==> src/design/buddy_memory_allocator_defines.svh <==
// Assertion macros used by the allocator datapath.
`ifndef BUDDY_MEMORY_ALLOCATOR_DEFINES_SVH
`define BUDDY_MEMORY_ALLOCATOR_DEFINES_SVH

// Checks that the consequent holds in the same cycle as the antecedent.
`define BMA_ASSERT_SAME(label, clk, rst_n, ante, cons, msg) \
    label: assert property (@(posedge clk) disable iff (!rst_n) (ante) |-> (cons)) \
        else $error(msg);

// Checks that the consequent holds in the cycle after the antecedent.
`define BMA_ASSERT_NEXT(label, clk, rst_n, ante, cons, msg) \
    label: assert property (@(posedge clk) disable iff (!rst_n) (ante) |=> (cons)) \
        else $error(msg);

`endif

==> src/design/bma_pkg.sv <==
package bma_pkg;

    localparam int TOTAL_LOG2 = 10;
    localparam int NODE_COUNT = (2 << TOTAL_LOG2) - 1;
    localparam int NODE_W     = $clog2(NODE_COUNT);
    localparam int LVL_W      = 4;

    // Tree node codes.
    typedef enum logic [1:0] {
        NODE_ABSENT = 2'd0,
        NODE_FREE   = 2'd1,
        NODE_SPLIT  = 2'd2,
        NODE_ALLOC  = 2'd3
    } t_node;

    // Result status codes.
    typedef enum logic [1:0] {
        ST_OK       = 2'd0,
        ST_NO_SPACE = 2'd1,
        ST_BAD_FREE = 2'd2
    } t_status;

    typedef enum logic {
        OP_ALLOC = 1'b0,
        OP_FREE  = 1'b1
    } t_op;

    typedef struct packed {
        logic        operation;
        logic [10:0] request_size;
        logic [9:0]  free_address;
    } t_bma_in;

    typedef struct packed {
        logic [1:0]  status;
        logic [9:0]  block_address;
        logic [10:0] block_units;
    } t_bma_out;

    // Commands from the controller to the datapath.
    typedef enum logic [4:0] {
        CMD_NONE,
        CMD_CLR,
        CMD_LOAD,
        CMD_SCAN_INIT,
        CMD_FREE_INIT,
        CMD_RD_NODE,
        CMD_NEXT,
        CMD_WR_SPLIT,
        CMD_WR_LEFT,
        CMD_WR_RIGHT,
        CMD_WR_ALLOC,
        CMD_WR_FREE,
        CMD_RD_BUDDY,
        CMD_WR_ABS_NODE,
        CMD_WR_ABS_BUDDY,
        CMD_WR_PARENT,
        CMD_SET_NOSPACE,
        CMD_SET_BADFREE,
        CMD_OUT
    } t_cmd;

    // Status flags from the datapath to the controller.
    typedef struct packed {
        logic clr_done;
        logic op_free;
        logic too_big;
        logic misalign;
        logic rd_free;
        logic rd_alloc;
        logic last_in_level;
        logic top_level;
        logic at_depth;
        logic at_root;
        logic out_busy;
    } t_dp_status;

    // Log2 of the request rounded up to a power of two; zero counts as one.
    function automatic logic [LVL_W-1:0] size_log2(input logic [10:0] req);
        logic [LVL_W-1:0] k;
        k = LVL_W'(11);
        for (int j = 11; j >= 0; j--) begin
            if ((12'd1 << j) >= {1'b0, req}) begin
                k = LVL_W'(j);
            end
        end
        return k;
    endfunction

    // Heap index of the first node on a tree level.
    function automatic logic [NODE_W-1:0] level_first(input logic [LVL_W-1:0] d);
        return NODE_W'((32'd1 << d) - 32'd1);
    endfunction

endpackage

==> src/design/bma_ctrl.sv <==
module bma_ctrl import bma_pkg::*; (
    input  logic       i_clk,
    input  logic       i_rst_n,
    input  logic       i_in_valid,
    input  t_dp_status i_status,
    output logic       o_in_stall,
    output t_cmd       o_cmd
);

    typedef enum logic [14:0] {
        S_CLEAR  = 15'b000000000000001,
        S_IDLE   = 15'b000000000000010,
        S_DISP   = 15'b000000000000100,
        S_A_RD   = 15'b000000000001000,
        S_A_CHK  = 15'b000000000010000,
        S_SP_P   = 15'b000000000100000,
        S_SP_L   = 15'b000000001000000,
        S_SP_R   = 15'b000000010000000,
        S_F_RD   = 15'b000000100000000,
        S_F_CHK  = 15'b000001000000000,
        S_F_B    = 15'b000010000000000,
        S_F_BCHK = 15'b000100000000000,
        S_M_B    = 15'b001000000000000,
        S_M_P    = 15'b010000000000000,
        S_RES    = 15'b100000000000000
    } t_state;

    t_state r_state;
    t_state n_state;

    assign o_in_stall = r_state != S_IDLE;

    // Next state and command for the datapath.
    always_comb begin
        n_state = r_state;
        o_cmd   = CMD_NONE;
        case (r_state)
            S_CLEAR: begin
                o_cmd = CMD_CLR;
                if (i_status.clr_done) begin
                    n_state = S_IDLE;
                end
            end
            S_IDLE: begin
                if (i_in_valid) begin
                    o_cmd   = CMD_LOAD;
                    n_state = S_DISP;
                end
            end
            S_DISP: begin
                if (!i_status.op_free) begin
                    if (i_status.too_big) begin
                        o_cmd   = CMD_SET_NOSPACE;
                        n_state = S_RES;
                    end else begin
                        o_cmd   = CMD_SCAN_INIT;
                        n_state = S_A_RD;
                    end
                end else if (i_status.too_big || i_status.misalign) begin
                    o_cmd   = CMD_SET_BADFREE;
                    n_state = S_RES;
                end else begin
                    o_cmd   = CMD_FREE_INIT;
                    n_state = S_F_RD;
                end
            end
            S_A_RD: begin
                o_cmd   = CMD_RD_NODE;
                n_state = S_A_CHK;
            end
            // A free node ends the scan; else go along the level and up, or end with no space.
            S_A_CHK: begin
                if (i_status.rd_free) begin
                    n_state = S_SP_P;
                end else if (i_status.last_in_level && i_status.top_level) begin
                    o_cmd   = CMD_SET_NOSPACE;
                    n_state = S_RES;
                end else begin
                    o_cmd   = CMD_NEXT;
                    n_state = S_A_RD;
                end
            end
            S_SP_P: begin
                if (i_status.at_depth) begin
                    o_cmd   = CMD_WR_ALLOC;
                    n_state = S_RES;
                end else begin
                    o_cmd   = CMD_WR_SPLIT;
                    n_state = S_SP_L;
                end
            end
            S_SP_L: begin
                o_cmd   = CMD_WR_LEFT;
                n_state = S_SP_R;
            end
            S_SP_R: begin
                o_cmd   = CMD_WR_RIGHT;
                n_state = S_SP_P;
            end
            S_F_RD: begin
                o_cmd   = CMD_RD_NODE;
                n_state = S_F_CHK;
            end
            S_F_CHK: begin
                if (i_status.rd_alloc) begin
                    o_cmd   = CMD_WR_FREE;
                    n_state = S_F_B;
                end else begin
                    o_cmd   = CMD_SET_BADFREE;
                    n_state = S_RES;
                end
            end
            // Merge loop: read the buddy, and fold both into the parent while the buddy is free.
            S_F_B: begin
                if (i_status.at_root) begin
                    n_state = S_RES;
                end else begin
                    o_cmd   = CMD_RD_BUDDY;
                    n_state = S_F_BCHK;
                end
            end
            S_F_BCHK: begin
                if (i_status.rd_free) begin
                    o_cmd   = CMD_WR_ABS_NODE;
                    n_state = S_M_B;
                end else begin
                    n_state = S_RES;
                end
            end
            S_M_B: begin
                o_cmd   = CMD_WR_ABS_BUDDY;
                n_state = S_M_P;
            end
            S_M_P: begin
                o_cmd   = CMD_WR_PARENT;
                n_state = S_F_B;
            end
            S_RES: begin
                if (!i_status.out_busy) begin
                    o_cmd   = CMD_OUT;
                    n_state = S_IDLE;
                end
            end
            default: begin
                n_state = S_IDLE;
            end
        endcase
    end

    always_ff @(posedge i_clk) begin
        if (!i_rst_n) begin
            r_state <= S_CLEAR;
        end else begin
            r_state <= n_state;
        end
    end

endmodule

==> config.mk <==
export PLATFORM = sky130hd
export DESIGN_NAME = bma_ctrl
export DESIGN_NICKNAME = d
export VERILOG_FILES = /design/src/design/buddy_memory_allocator_defines.svh /design/src/design/bma_pkg.sv /design/src/design/bma_ctrl.sv
export SDC_FILE = /design/constraint.sdc
export NUM_CORES = 1
export LEC_CHECK = 0
export BUFFER_PORTS_ARGS = -buffer_cell sky130_fd_sc_hd__buf_2
export CELL_PAD_IN_SITES_DETAIL_PLACEMENT = 0
export CELL_PAD_IN_SITES_GLOBAL_PLACEMENT = 1
export CORE_MARGIN = 8
export CORE_UTILIZATION = 44
export CTS_BUF_LIST = sky130_fd_sc_hd__clkbuf_2
export DETAILED_ROUTE_END_ITERATION = 12
export HOLD_SLACK_MARGIN = 0.08
export PLACE_DENSITY = 0.93
export SYNTH_ARGS = -nofsm -noshare
export SYNTH_HDL_FRONTEND = slang
export SYNTH_SLANG_ARGS = --single-unit
==> constraint.sdc <==
create_clock -name i_clk -period 3.4 [get_ports i_clk]
set_clock_uncertainty 0.2 [all_clocks]
set_input_delay 0.34 -clock i_clk [delete_from_list [all_inputs] [get_ports i_clk]]
set_output_delay 0.34 -clock i_clk [all_outputs]
set_load 0.005 [all_outputs]
### Yosys cells after proc, flatten, opt, wreduce, memory -nomap -nowiden

Cells that the tools add are included.

| storage, ports and cells | value |
|---|---|
| register bits | 15 |
| bits in latches | 0 |
| memory bits (writable) | 0 |
| bits in read-only memories | 0 |
| input port bits | 14 |
| output and inout port bits | 6 |
| word-level logic and storage cells | 49 |
| memories | 0 |

| operators by class | value |
|---|---|
| $add $sub $neg | 0 |
| $mul | 0 |
| divide/modulo/power cells | 0 |
| $lt $le $gt $ge | 0 |
| equality and inequality tests | 19 |
| shift operators | 0 |
| multiplexer cells | 25 |
| bitwise operators | 0 |
| reductions and logical operators | 4 |

Operators with widths:

| kind | number |
|---|---|
| case mux 15 bit (15 select lines) | 1 |
| 2-to-1 mux 15 bit | 12 |
| case mux 5 bit (14 select lines) | 1 |
| 2-to-1 mux 5 bit | 7 |
| equality test 15 x 1 -> 1 bit, second input constant | 1 |
| equality test 15 x 10 -> 1 bit, second input constant | 1 |
| equality test 15 x 11 -> 1 bit, second input constant | 1 |
| equality test 15 x 12 -> 1 bit, second input constant | 1 |
| equality test 15 x 13 -> 1 bit, second input constant | 1 |
| equality test 15 x 14 -> 1 bit, second input constant | 1 |
| equality test 15 bit, second input constant | 1 |
| equality test 15 x 2 -> 1 bit, second input constant | 1 |
| equality test 15 x 3 -> 1 bit, second input constant | 1 |
| equality test 15 x 4 -> 1 bit, second input constant | 1 |
| equality test 15 x 5 -> 1 bit, second input constant | 1 |
| equality test 15 x 6 -> 1 bit, second input constant | 1 |
| equality test 15 x 7 -> 1 bit, second input constant | 1 |
| equality test 15 x 8 -> 1 bit, second input constant | 1 |
| equality test 15 x 9 -> 1 bit, second input constant | 1 |
| != test 15 x 2 -> 1 bit, second input constant | 1 |
| 2-to-1 mux 4 bit | 3 |
| != test 2 bit, second input constant | 3 |
| AND reduction 3 bit | 1 |
| 2-to-1 mux 2 bit | 1 |
| 3 further kinds | 3 |

### Longest topological paths before layout

Gate-level depths: netlist of run 1.

| depth | value |
|---|---|
| depth in word-level cells | 4 |
| gate-level depth with buffers | 7 |
| gate-level depth less buffers | 6 |

### Least setup slack after synthesis of run 1

No wires, ideal clock.

| timing path | value |
|---|---|
| path kind | register -> output |
| start | register r_state[4] |
| end | output o_cmd[1] |
| data arrival time | 1.813 ns |
| required time | 2.860 ns |
| path slack | 1.047 ns |
| stages on the path, launching flop included | 7 |
| buffers on the path | 1 |
| cells stage by stage | dfxtp_1 > buf_6 > nor4_4 > nand4_2 > or4b_4 > o31a_1 > nand4b_1 |

| on the way | value |
|---|---|
| longest elaborated chain between the ends | 3 |
| elaborated cells between the ends (all ways) | 17 |
| classes of those cells | 15 x eq/ne; 1 x mux; 1 x reduce/logical |

Ends and longest elaborated chain:

| item | line | RTL |
|---|---|---|
| from (decl) | bma_ctrl.sv:28 | `t_state r_state;` |
| from (signal assigned) | bma_ctrl.sv:154 | `r_state <= n_state;` |
| equality test 15 x 9 -> 1 bit / equality test 15 x 4 -> 1 bit (equally long branches) | bma_ctrl.sv:37 | `case (r_state)` |
| OR reduction 2 bit (no line) | - |  |
| case mux 5 bit (14 select lines) * | bma_ctrl.sv:37 |  |
| to (decl) | bma_ctrl.sv:7 | `output t_cmd o_cmd` |

Every way passes the cells marked *; elsewhere a longest branch is shown, timed or not.

### Worst setup path in the final report of run 1

Same ends and word-level chain as after synthesis.

==> summary.txt, run 1 <==
Run status
  • Run status: completed

Clocking
  • Root buffer cell: clkbuf_2
  • CTS tree: built
  • CTS sink count: 15
  • CTS HTree Levels: 1
  • Number of buffers created by CTS: 3
  • Clock transition at the register clock pins on the worst setup and hold paths after CTS: 0.16 ns
  • Clock Path Buffers: 2
  • Later-pin clock latency in the skew report: 0.29 ns

Timing
  • Final Max Slew Viols: 0
  • Final hold vios: 0
  • Accumulated negative setup slack: 0 ns
  • Maximum clock frequency: 346 MHz
  • Fin crit period: 2.89 ns
  • Final setup violation count: 0
  • Setup repair after global routing missed its margin: false
  • Transition time at the pin with the least slew margin: 0.571 ns
  • Final period utilization: 0.850
  • Post-layout worst setup margin: 0.510 ns
  • Worst slew margin relative to its limit: 0.616

Place
  • Detailed Place HPWL: 2110 um
  • Placed cells: 169
  • Routability cong.: 0.860
  • Port bufs: 19
  • Post-placement setup slack: 0.858 ns

Synthesis
  • Top cells by instance count after synthesis: dfxtp_1, nor2_1, nor3_1
  • Adder-cell share of the synthesized area: 0
  • Prevailing post-synth register cell: dfxtp_1
  • Synth Area in XOR/XNOR: 0.0444
  • Share of the synthesized area in compound gates (AO/OA/AOI/OAI): 0.138
  • Syn Inst Count: 124
  • Fraction of the mapped netlist area in simple logic gates: 0.471
  • Number of different library cells in the post-synthesis netlist: 39
  • Most frequently used cell type in the post-synthesis netlist: dfxtp_1
  • Sequential cell area fraction in the yosys report: 0.305
  • Dominant cell type by area after synthesis: dfxtp_1
  • Largest family of logic cells by synthesized area: simple AND/OR/NAND/NOR gates
  • Mean cell area of the mapped netlist: 7.95 um2
  • Yosys reg bits: 15
  • Synth Net Count: 138
  • Number of enable flip-flop cells after synthesis: 0
  • Leading post-synthesis cells by cell area: dfxtp_1, nor3_1, nor2_1
  • Synth async-reset ratio: 0
  • Multiplexer fraction of the synthesized cell area: 0.0102
  • Fraction of synthesized cell area taken by the top area cell type: 0.305
  • Area of the mapped netlist: 986 um2
  • Yosys Warn Count: 0

Floorplan
  • Starting density of the core: 0.454
  • Number of placement rows: 17
  • Num ports: 20
  • Area of the core region: 2170 um2
  • Die extent in y: 63.3 um
  • Die outline width: 63.3 um
  • Total Die Area: 4010 um2

Critical path
  • Largest incremental delay on the critical path: 0.58 ns
  • Category of the critical setup timing path: reg -> out
  • Critical Path Slowest Stage Cell: or4b_4
  • Arrival time at the worst endpoint: 2.35 ns
  • Critical path peak fanout: 7
  • Critical path cell sequence: nor4_4 > nand4_2 > or4b_4 > o31a_1 > nand4b_1 > buf_2
  • Sort of element at the start of the critical path: register
  • Endpoint type of the worst setup path: primary output
  • Required time reported for the critical path endpoint: 2.86 ns

Global routing
  • Wire length of the first global-routing pass: 4400 um
  • Met3 track demand over resource in global routing: 0.0247
  • Antenna violations before repair: 0
  • Total grt overflow: 0
  • Global-route layer with the greatest usage: met2
  • Global router's overall resource usage: 0.133
  • Via count of the first global-routing pass: 998
  • Met2 global-route usage: 0.236
  • Maximum number of pins on one net before global-route repair: 10
  • Global routing usage on met1: 0.156

Min path
  • Hold Crit Class: in -> reg

Detailed routing
  • Wire length per cell after detailed routing: 15.0 um
  • Initial DRC count: 29
  • DRT antenna net count: 0
  • Number of design rule violations left after detail routing: 0
  • Iteration count of the initial detailed-routing pass: 4
  • Via Count: 1,022
  • Vias per inst: 5.84
  • Post-detailed-routing wire length: 2620 um

Finish
  • Diodes inserted: 0
  • Number of nets at the end of the flow: 162
  • Number of flip-flops under the largest register name: 15
  • Most flops, register: r_state
  • Layout Cells excl Fill: 175
  • Layout cell share with drive strength beyond 1: 0.197
  • Layout overhead on the synthesized area: 15.6%
  • Registers with the highest flip-flop counts: r_state x15

Power and ir drop
  • Lkg Pwr: 0.464 nW
  • Peak supply drop: 177 uV
  • PD cells: 283 nW/um2

Run
  • Max-cap check violation count: 0
[worst max-delay path, delay by kind of cell, from the launching register on]
family / cells / cell delay, ns
AOI/OAI and AO/OA: 1 / 0.26
DFF: 1 / 0.42
and+or+nand+nor: 4 / 1.25
buffers and inverters: 1 / 0.12
[placed cells by master, fill, tap and decap left out, types with 2 or more instances in the layout]
master and count:
a211oi_1 3, a21oi_1 4, a31oi_1 2, buf_2 19, clkbuf_2 4, dfxtp_1 15, dlygate4sd3_1 2, inv_1 4
nand2_1 9, nand2b_1 6, nand3_1 4, nand3b_1 4, nand4_1 2, nand4b_1 3, nor2_1 12, nor3_1 12
nor3b_1 4, nor4_1 6, o21ai_0 5, o22ai_1 2, or2_2 2, or4_1 2, xnor2_1 3, xor2_1 2
[logic make-up (layout without fill, tap and decap cells)]
kind of cell	Yosys count	in the layout
xor+xnor	5	5
simple gates	76	76
flops	15	15
compound gates	21	21
buf+inv	6	29
mux	1	1
[area by class of cell]
type	instances	area, um2
Fill cell	239	1030
Tap cell	28	35.0
Timing Repair Buffer	21	115
Sequential cell	15	300
Multi-Input combinational cell	103	654
Inverter	4	15.0
Clock buffer	4	20.0
[routing by layer]
metal	share of wire	routed length [um]
met5	0	0
met3	0.044	114
met4	0.0096	25
met2	0.49	1290
met1	0.45	1190
[stage by stage]
step	hold WS (ns)	instance area, um2	power [mW]	utilization
after floorplan	0.218	986	0.211	-
after CTS	0.0861	1140	0.323	0.525
after detailed placement	0.307	1100	0.232	0.507
after global routing	0.0937	1140	0.338	0.525
after global placement	0.285	1100	0.232	0.507
final	0.0965	1140	0.323	0.525
[timing repair]
action / CTS / global route
buffers inserted: 0 / 0
gates resized for setup: 0 / 0
endpoints found under the hold margin: 2 / 0
hold buffers: 2 / 0
[worst paths after layout]
check | start | end | slack [ns] | depth (start not counted)
setup reg to reg | r_state[3]$_SDFFE_PN0P_ | r_state[1]$_SDFFE_PN0P_ | 1.15 | 6
hold reg to reg | r_state[3]$_SDFFE_PN0P_ | r_state[9]$_SDFFE_PN0P_ | 0.33 | 1
hold / removal | i_in_valid | r_state[2]$_SDFFE_PN0P_ | 0.1 | 2
setup / recovery | r_state[4]$_SDFFE_PN0P_ | o_cmd[1] | 0.51 | 6
[power by group]
group | switching (mW) | leakage (nW) | total, mW | internal [mW]
sequential | 0.00423 | 0.122 | 0.183 | 0.179
combinational | 0.0261 | 0.326 | 0.0477 | 0.0216
clock | 0.0609 | 0.0166 | 0.0921 | 0.0312
Note: power is estimated with default switching activity, not from simulation.
==> inputs of run 2 (changes only) <==
--- a/config.mk
+++ b/config.mk
@@ -9,11 +9,11 @@
 export CELL_PAD_IN_SITES_DETAIL_PLACEMENT = 0
 export CELL_PAD_IN_SITES_GLOBAL_PLACEMENT = 1
 export CORE_MARGIN = 8
-export CORE_UTILIZATION = 44
+export CORE_UTILIZATION = 37
 export CTS_BUF_LIST = sky130_fd_sc_hd__clkbuf_2
 export DETAILED_ROUTE_END_ITERATION = 12
 export HOLD_SLACK_MARGIN = 0.08
-export PLACE_DENSITY = 0.93
+export PLACE_DENSITY = 0.84
 export SYNTH_ARGS = -nofsm -noshare
 export SYNTH_HDL_FRONTEND = slang
 export SYNTH_SLANG_ARGS = --single-unit
==> constraint.sdc (replaced) <==
create_clock -name i_clk -period 2.5 [get_ports i_clk]
set_clock_uncertainty 0.2 [all_clocks]
set_input_delay 0.25 -clock i_clk [delete_from_list [all_inputs] [get_ports i_clk]]
set_output_delay 0.25 -clock i_clk [all_outputs]
set_load 0.005 [all_outputs]
==> run 2 against run 1 <==
The flow now finishes with violations (setup timing); worst hold slack got worse by 0.016 ns; non-clock buffer count is 22 higher; die area grew 14%; sequential share of layout area decreased by 3.0 points; sequential power rose by 32%; count of clock-buffer cells in the layout down 1; first-iteration DRC count up 110%.
==> summary.txt, run 2 (synthesis results as in run 1) <==
Run status
  • Run status: finished, violations left
  • Violations in the final reports: setup timing

Global routing
  • Maximum number of pins on one net before global-route repair: 10
  • Via count of the first global-routing pass: 1,126
  • Wire length of the first global-routing pass: 5150 um
  • Antenna violations before repair: 0
  • Total grt overflow: 0
  • Global router's overall resource usage: 0.146

Finish
  • Diodes inserted: 0
  • Most flops, register: r_state
  • Leading cell types in the layout, fill and taps excluded: buf_2, buf_4, nor2_1
  • Fill cell instance count of the final layout: 229
  • Number of nets at the end of the flow: 184
  • Registers with the highest flip-flop counts: r_state x15
  • Area occupied by multi-input gates: 702 um2
  • Area of all placed cells without fillers: 1400 um2
  • Most common library cell in the layout ignoring fill and taps: buf_2
  • Layout cell share with drive strength beyond 1: 0.379
  • Layout Cells excl Fill: 199
  • Number of flip-flops under the largest register name: 15
  • Sequential Area: 327 um2
  • Layout overhead on the synthesized area: 41.8%

Clocking
  • CTS HTree Levels: 1
  • Later-pin clock latency in the skew report: 0.30 ns
  • CTS tree: built
  • Root buffer cell: clkbuf_2
  • CTS sink count: 15
  • Clock transition at the register clock pins on the worst setup and hold paths after CTS: 0.16 ns
  • Number of buffers created by CTS: 3
  • Clock Path Buffers: 2

Critical path
  • Category of the critical setup timing path: reg -> out
  • Critical path cell sequence: nor4_4 > nand4_2 > or4b_4 > o31a_1 > nand4b_1 > buf_2
  • Sort of element at the start of the critical path: register
  • Required time reported for the critical path endpoint: 2.05 ns
  • Bufs and invs on worst path: 1
  • Endpoint type of the worst setup path: primary output
  • Critical path peak fanout: 3
  • Arrival time at the worst endpoint: 2.17 ns
  • Largest incremental delay on the critical path: 0.52 ns
  • Cell family with most CP delay: simple AND/OR/NAND/NOR gates
  • Critical Path Slowest Stage Cell: or4b_4

Detailed routing
  • Number of design rule violations left after detail routing: 0
  • Via Count: 1,132
  • Met2 layer wire length in the routed design: 1510 um
  • Uppermost signal routing layer after detailed routing: met4
  • Iteration count of the initial detailed-routing pass: 4
  • Wire length per cell after detailed routing: 15.8 um
  • Detail Route met3 WL: 186 um
  • Vias per inst: 5.69
  • Initial DRC count: 62
  • DRT antenna net count: 0
  • Met1 layer wirelength in the final routing: 1360 um
  • Post-detailed-routing wire length: 3140 um

Place
  • Post-Place Cell Area: 1180 um2
  • Routability cong.: 0.829
  • Detailed Place HPWL: 2310 um
  • Port bufs: 19
  • Placed cells: 182

Floorplan
  • Total Die Area: 4570 um2
  • Starting density of the core: 0.394
  • Die extent in y: 67.6 um
  • Number of placement rows: 18
  • Area of the core region: 2500 um2
  • Die outline width: 67.6 um
  • Num ports: 20

Timing
  • Final hold vios: 0
  • Maximum clock frequency: 382 MHz
  • Final Max Slew Viols: 0
  • Final setup violation count: 4
  • Post-layout worst setup margin: -0.120 ns
  • Final period utilization: 1.05
  • Setup repair after global routing missed its margin: true
  • Worst slew margin relative to its limit: 0.680
  • Transition time at the pin with the least slew margin: 0.474 ns
  • Accumulated negative setup slack: -0.394 ns
  • Fin crit period: 2.62 ns

Run
  • Max-cap check violation count: 0

Power and ir drop
  • Final Power: 453 uW
  • PD cells: 324 nW/um2
  • Peak supply drop: 255 uV
  • Lkg Pwr: 0.588 nW

Min path
  • Hold Crit Class: in -> reg
[run 2: cell types whose count changed in the layout (fill, tap and decap cells not counted), sizes merged]
| cell | delta |
|---|---|
| buf | +17 |
| dlygate4sd3 | +5 |
| clkbuf | -1 |
| clkinv | +1 |
[run 2: final timing paths]
path | from | end | slack (ns) | cells after the start
setup / recovery | r_state[5]$_SDFFE_PN0P_ | o_cmd[1] | -0.12 | 6
hold / removal | i_status[3] | r_state[14]$_SDFFE_PN0P_ | 0.08 | 3
setup reg to reg | r_state[3]$_SDFFE_PN0P_ | r_state[11]$_SDFFE_PN0P_ | 0.19 | 6
hold reg to reg | r_state[3]$_SDFFE_PN0P_ | r_state[9]$_SDFFE_PN0P_ | 0.28 | 1
[run 2: final cells by class]
| class | count | area share |
|---|---|---|
| sequential | 15 | 0.234 |
| timing repair buffer | 43 | 0.212 |
| inverter | 4 | 0.0107 |
| tap | 30 | 0.0269 |
| clock inverter | 1 | 0.00358 |
| clock buffer | 3 | 0.0107 |
| multi-input combinational | 103 | 0.502 |
[run 2: timing repair]
item / 4_1_cts / 5_1_grt
hold buffers: 7 / 0
pin swaps: 3 / 2
gates resized for setup: 13 / 13
endpoints found under the setup margin: 4 / 6
buffers inserted: 5 / 1
endpoints found under the hold margin: 7 / 0
[run 2: report_power, final]
group | leakage [nW] | total, mW | internal [mW] | switching (mW)
combinational | 0.443 | 0.0874 | 0.0412 | 0.0462
sequential | 0.129 | 0.241 | 0.238 | 0.00296
clock | 0.0164 | 0.125 | 0.0362 | 0.0889
[run 2: through the flow]
step | worst slack [ns] | hold slack, ns | utilization
after global routing | -0.213 | 0.0834 | 0.559
final | -0.120 | 0.0805 | 0.559
after floorplan | 0.237 | 0.128 | -
after global placement | 0.101 | 0.242 | 0.474
after CTS | -0.116 | 0.0853 | 0.540
after detailed placement | 0.117 | 0.246 | 0.474
[run 2: routing by layer]
metal | track usage | vias to the layer above
met5 | 0 | -
met4 | 0.0705 | 0
met3 | 0.0331 | 9
met2 | 0.239 | 45
met1 | 0.176 | 510
li1 | - | 568
[run 2: tightest hold or removal path, delay by kind of cell]
family / cells / cell delay [ns]
AOI/OAI and AO/OA: 2 / 0.22
buffers and inverters: 1 / 0.08
==> inputs of run 3 (changes only) <==
--- a/config.mk
+++ b/config.mk
@@ -13,7 +13,7 @@
 export CTS_BUF_LIST = sky130_fd_sc_hd__clkbuf_2
 export DETAILED_ROUTE_END_ITERATION = 12
 export HOLD_SLACK_MARGIN = 0.08
-export PLACE_DENSITY = 0.84
+export PLACE_DENSITY = 0.73
 export SYNTH_ARGS = -nofsm -noshare
 export SYNTH_HDL_FRONTEND = slang
 export SYNTH_SLANG_ARGS = --single-unit
==> run 3 against run 2 <==
The run still ends with setup timing left; worst hold slack better by 0.035 ns; fmax down 2.0%; routed wire length down 1.9%; largest cell class unchanged.
==> summary.txt, run 3 (synthesis results as in run 1) <==
Detailed routing
  • Via Count: 1,136
  • Post-detailed-routing wire length: 3070 um
  • Wire length per cell after detailed routing: 15.4 um
  • DRT antenna net count: 0
  • Iteration count of the initial detailed-routing pass: 4
  • Initial DRC count: 70
  • Vias per inst: 5.68
  • Number of design rule violations left after detail routing: 0

Finish
  • Number of nets at the end of the flow: 185
  • Area of all placed cells without fillers: 1400 um2
  • Sequential Area: 315 um2
  • Layout overhead on the synthesized area: 41.6%
  • Layout Cells excl Fill: 200
  • Fill cell instance count of the final layout: 248
  • Diodes inserted: 0
  • Most flops, register: r_state
  • Most common library cell in the layout ignoring fill and taps: buf_2
  • Number of flip-flops under the largest register name: 15
  • Registers with the highest flip-flop counts: r_state x15
  • Layout cell share with drive strength beyond 1: 0.376
  • Finished Core Util: 0.559
  • Area occupied by multi-input gates: 708 um2
  • Leading cell types in the layout, fill and taps excluded: buf_2, buf_4, nor2_1

Global routing
  • Via count of the first global-routing pass: 1,110
  • Wire length of the first global-routing pass: 4880 um
  • Maximum number of pins on one net before global-route repair: 9
  • Total grt overflow: 0
  • Antenna violations before repair: 0
  • Global router's overall resource usage: 0.136

Timing
  • Post-layout worst setup margin: -0.174 ns
  • Final setup violation count: 4
  • Final Max Slew Viols: 0
  • Final hold vios: 0
  • Final period utilization: 1.07
  • Maximum clock frequency: 374 MHz
  • Transition time at the pin with the least slew margin: 0.360 ns
  • Setup repair after global routing missed its margin: true
  • Worst slew margin relative to its limit: 0.759
  • Accumulated negative setup slack: -0.499 ns
  • Fin crit period: 2.67 ns
  • Minimum hold slack: 0.116 ns

Run
  • Max-cap check violation count: 0

Critical path
  • Sort of element at the start of the critical path: register
  • Critical path peak fanout: 4
  • Arrival time at the worst endpoint: 2.22 ns
  • Endpoint type of the worst setup path: primary output
  • Worst setup path startpoint: r_state[7]$_SDFFE_PN0P_
  • Category of the critical setup timing path: reg -> out
  • Required time reported for the critical path endpoint: 2.05 ns
  • R2R cell count: 6
  • R2R setup slack: 0.13 ns
  • Reg-to-reg startpoint: r_state[7]$_SDFFE_PN0P_

Power and ir drop
  • Final Power: 456 uW
  • Combinational Power Share: 0.201
  • Part of the total power dissipated in sequential elements: 0.533
  • PD cells: 327 nW/um2
  • Switching power share of the total: 0.284
  • Lkg Pwr: 0.589 nW
  • Part of the power in the clock network: 0.266
  • Switching power: 130 uW
  • Cell-internal power: 326 uW
  • Peak supply drop: 263 uV

Clocking
  • CTS tree: built
  • CTS sink count: 15
  • Later-pin clock latency in the skew report: 0.29 ns
  • Root buffer cell: clkbuf_2
  • Number of buffers created by CTS: 3
  • Clock Path Buffers: 2
  • CTS HTree Levels: 1
  • Clock transition at the register clock pins on the worst setup and hold paths after CTS: 0.15 ns

Min path
  • WHS Path Cells: 3
  • Hold Crit Class: in -> reg
  • Hold path start: i_status[6]

Floorplan
  • Starting density of the core: 0.394
  • Num ports: 20
  • Die outline width: 67.6 um
  • Area of the core region: 2500 um2
  • Number of placement rows: 18
  • Die extent in y: 67.6 um
  • Total Die Area: 4570 um2

Place
  • Post-placement setup slack: 0.0919 ns
  • Routability cong.: 0.848
  • Placed cells: 186
  • Port bufs: 19
  • Post-Place Cell Area: 1210 um2
  • Detailed Place HPWL: 2360 um

Run status
  • Run status: finished, violations left
  • Violations in the final reports: setup timing
run 3: critical path: stages (launching register included):
cell,delay [ns]
dfxtp_4,0.39
nor4_4,0.36
nand4_2,0.16
or4b_4,0.53
o31a_1,0.28
nand4b_1,0.10
buf_2,0.12
run 3: timing repair:
item                                    in CTS  in global routing
endpoints found under the setup margin       4                  7
setup buffers                                2                  1
resized for setup                            9                 12
pin swaps                                    2                  3
endpoints found under the hold margin        6                  0
hold buffers                                 7                  0
run 3: power groups by stage:
stage,Clock (mW),Combinational (mW),Sequential [mW]
after floorplan,0,0.0352,0.252
after global placement,0,0.0747,0.250
after detailed placement,0,0.0755,0.250
after CTS,0.125,0.0847,0.244
after global routing,0.132,0.101,0.244
final,0.121,0.0918,0.243
run 3: path summary, 6_finish.rpt:
| check | to |
|---|---|
| max | o_cmd[1] |
| min | r_state[12]$_SDFFE_PN0P_ |
| max reg2reg | r_state[0]$_SDFFE_PN1P_ |
| min reg2reg | r_state[4]$_SDFFE_PN0P_ |
run 3: layout make-up:
class                      count  area share
clock buffer                   4      0.0143
sequential                    15       0.226
tap                           30      0.0269
multi-input combinational    103       0.507
timing repair buffer          44       0.215
inverter                       4      0.0108
run 3: routing by layer:
layer  GRT usage  up-vias  part of all wire
li1            -      568                 -
met1       0.159      520              0.42
met2       0.237       46              0.49
met3      0.0447        2             0.079
met4      0.0287        0            0.0065
met5           0        -                 0
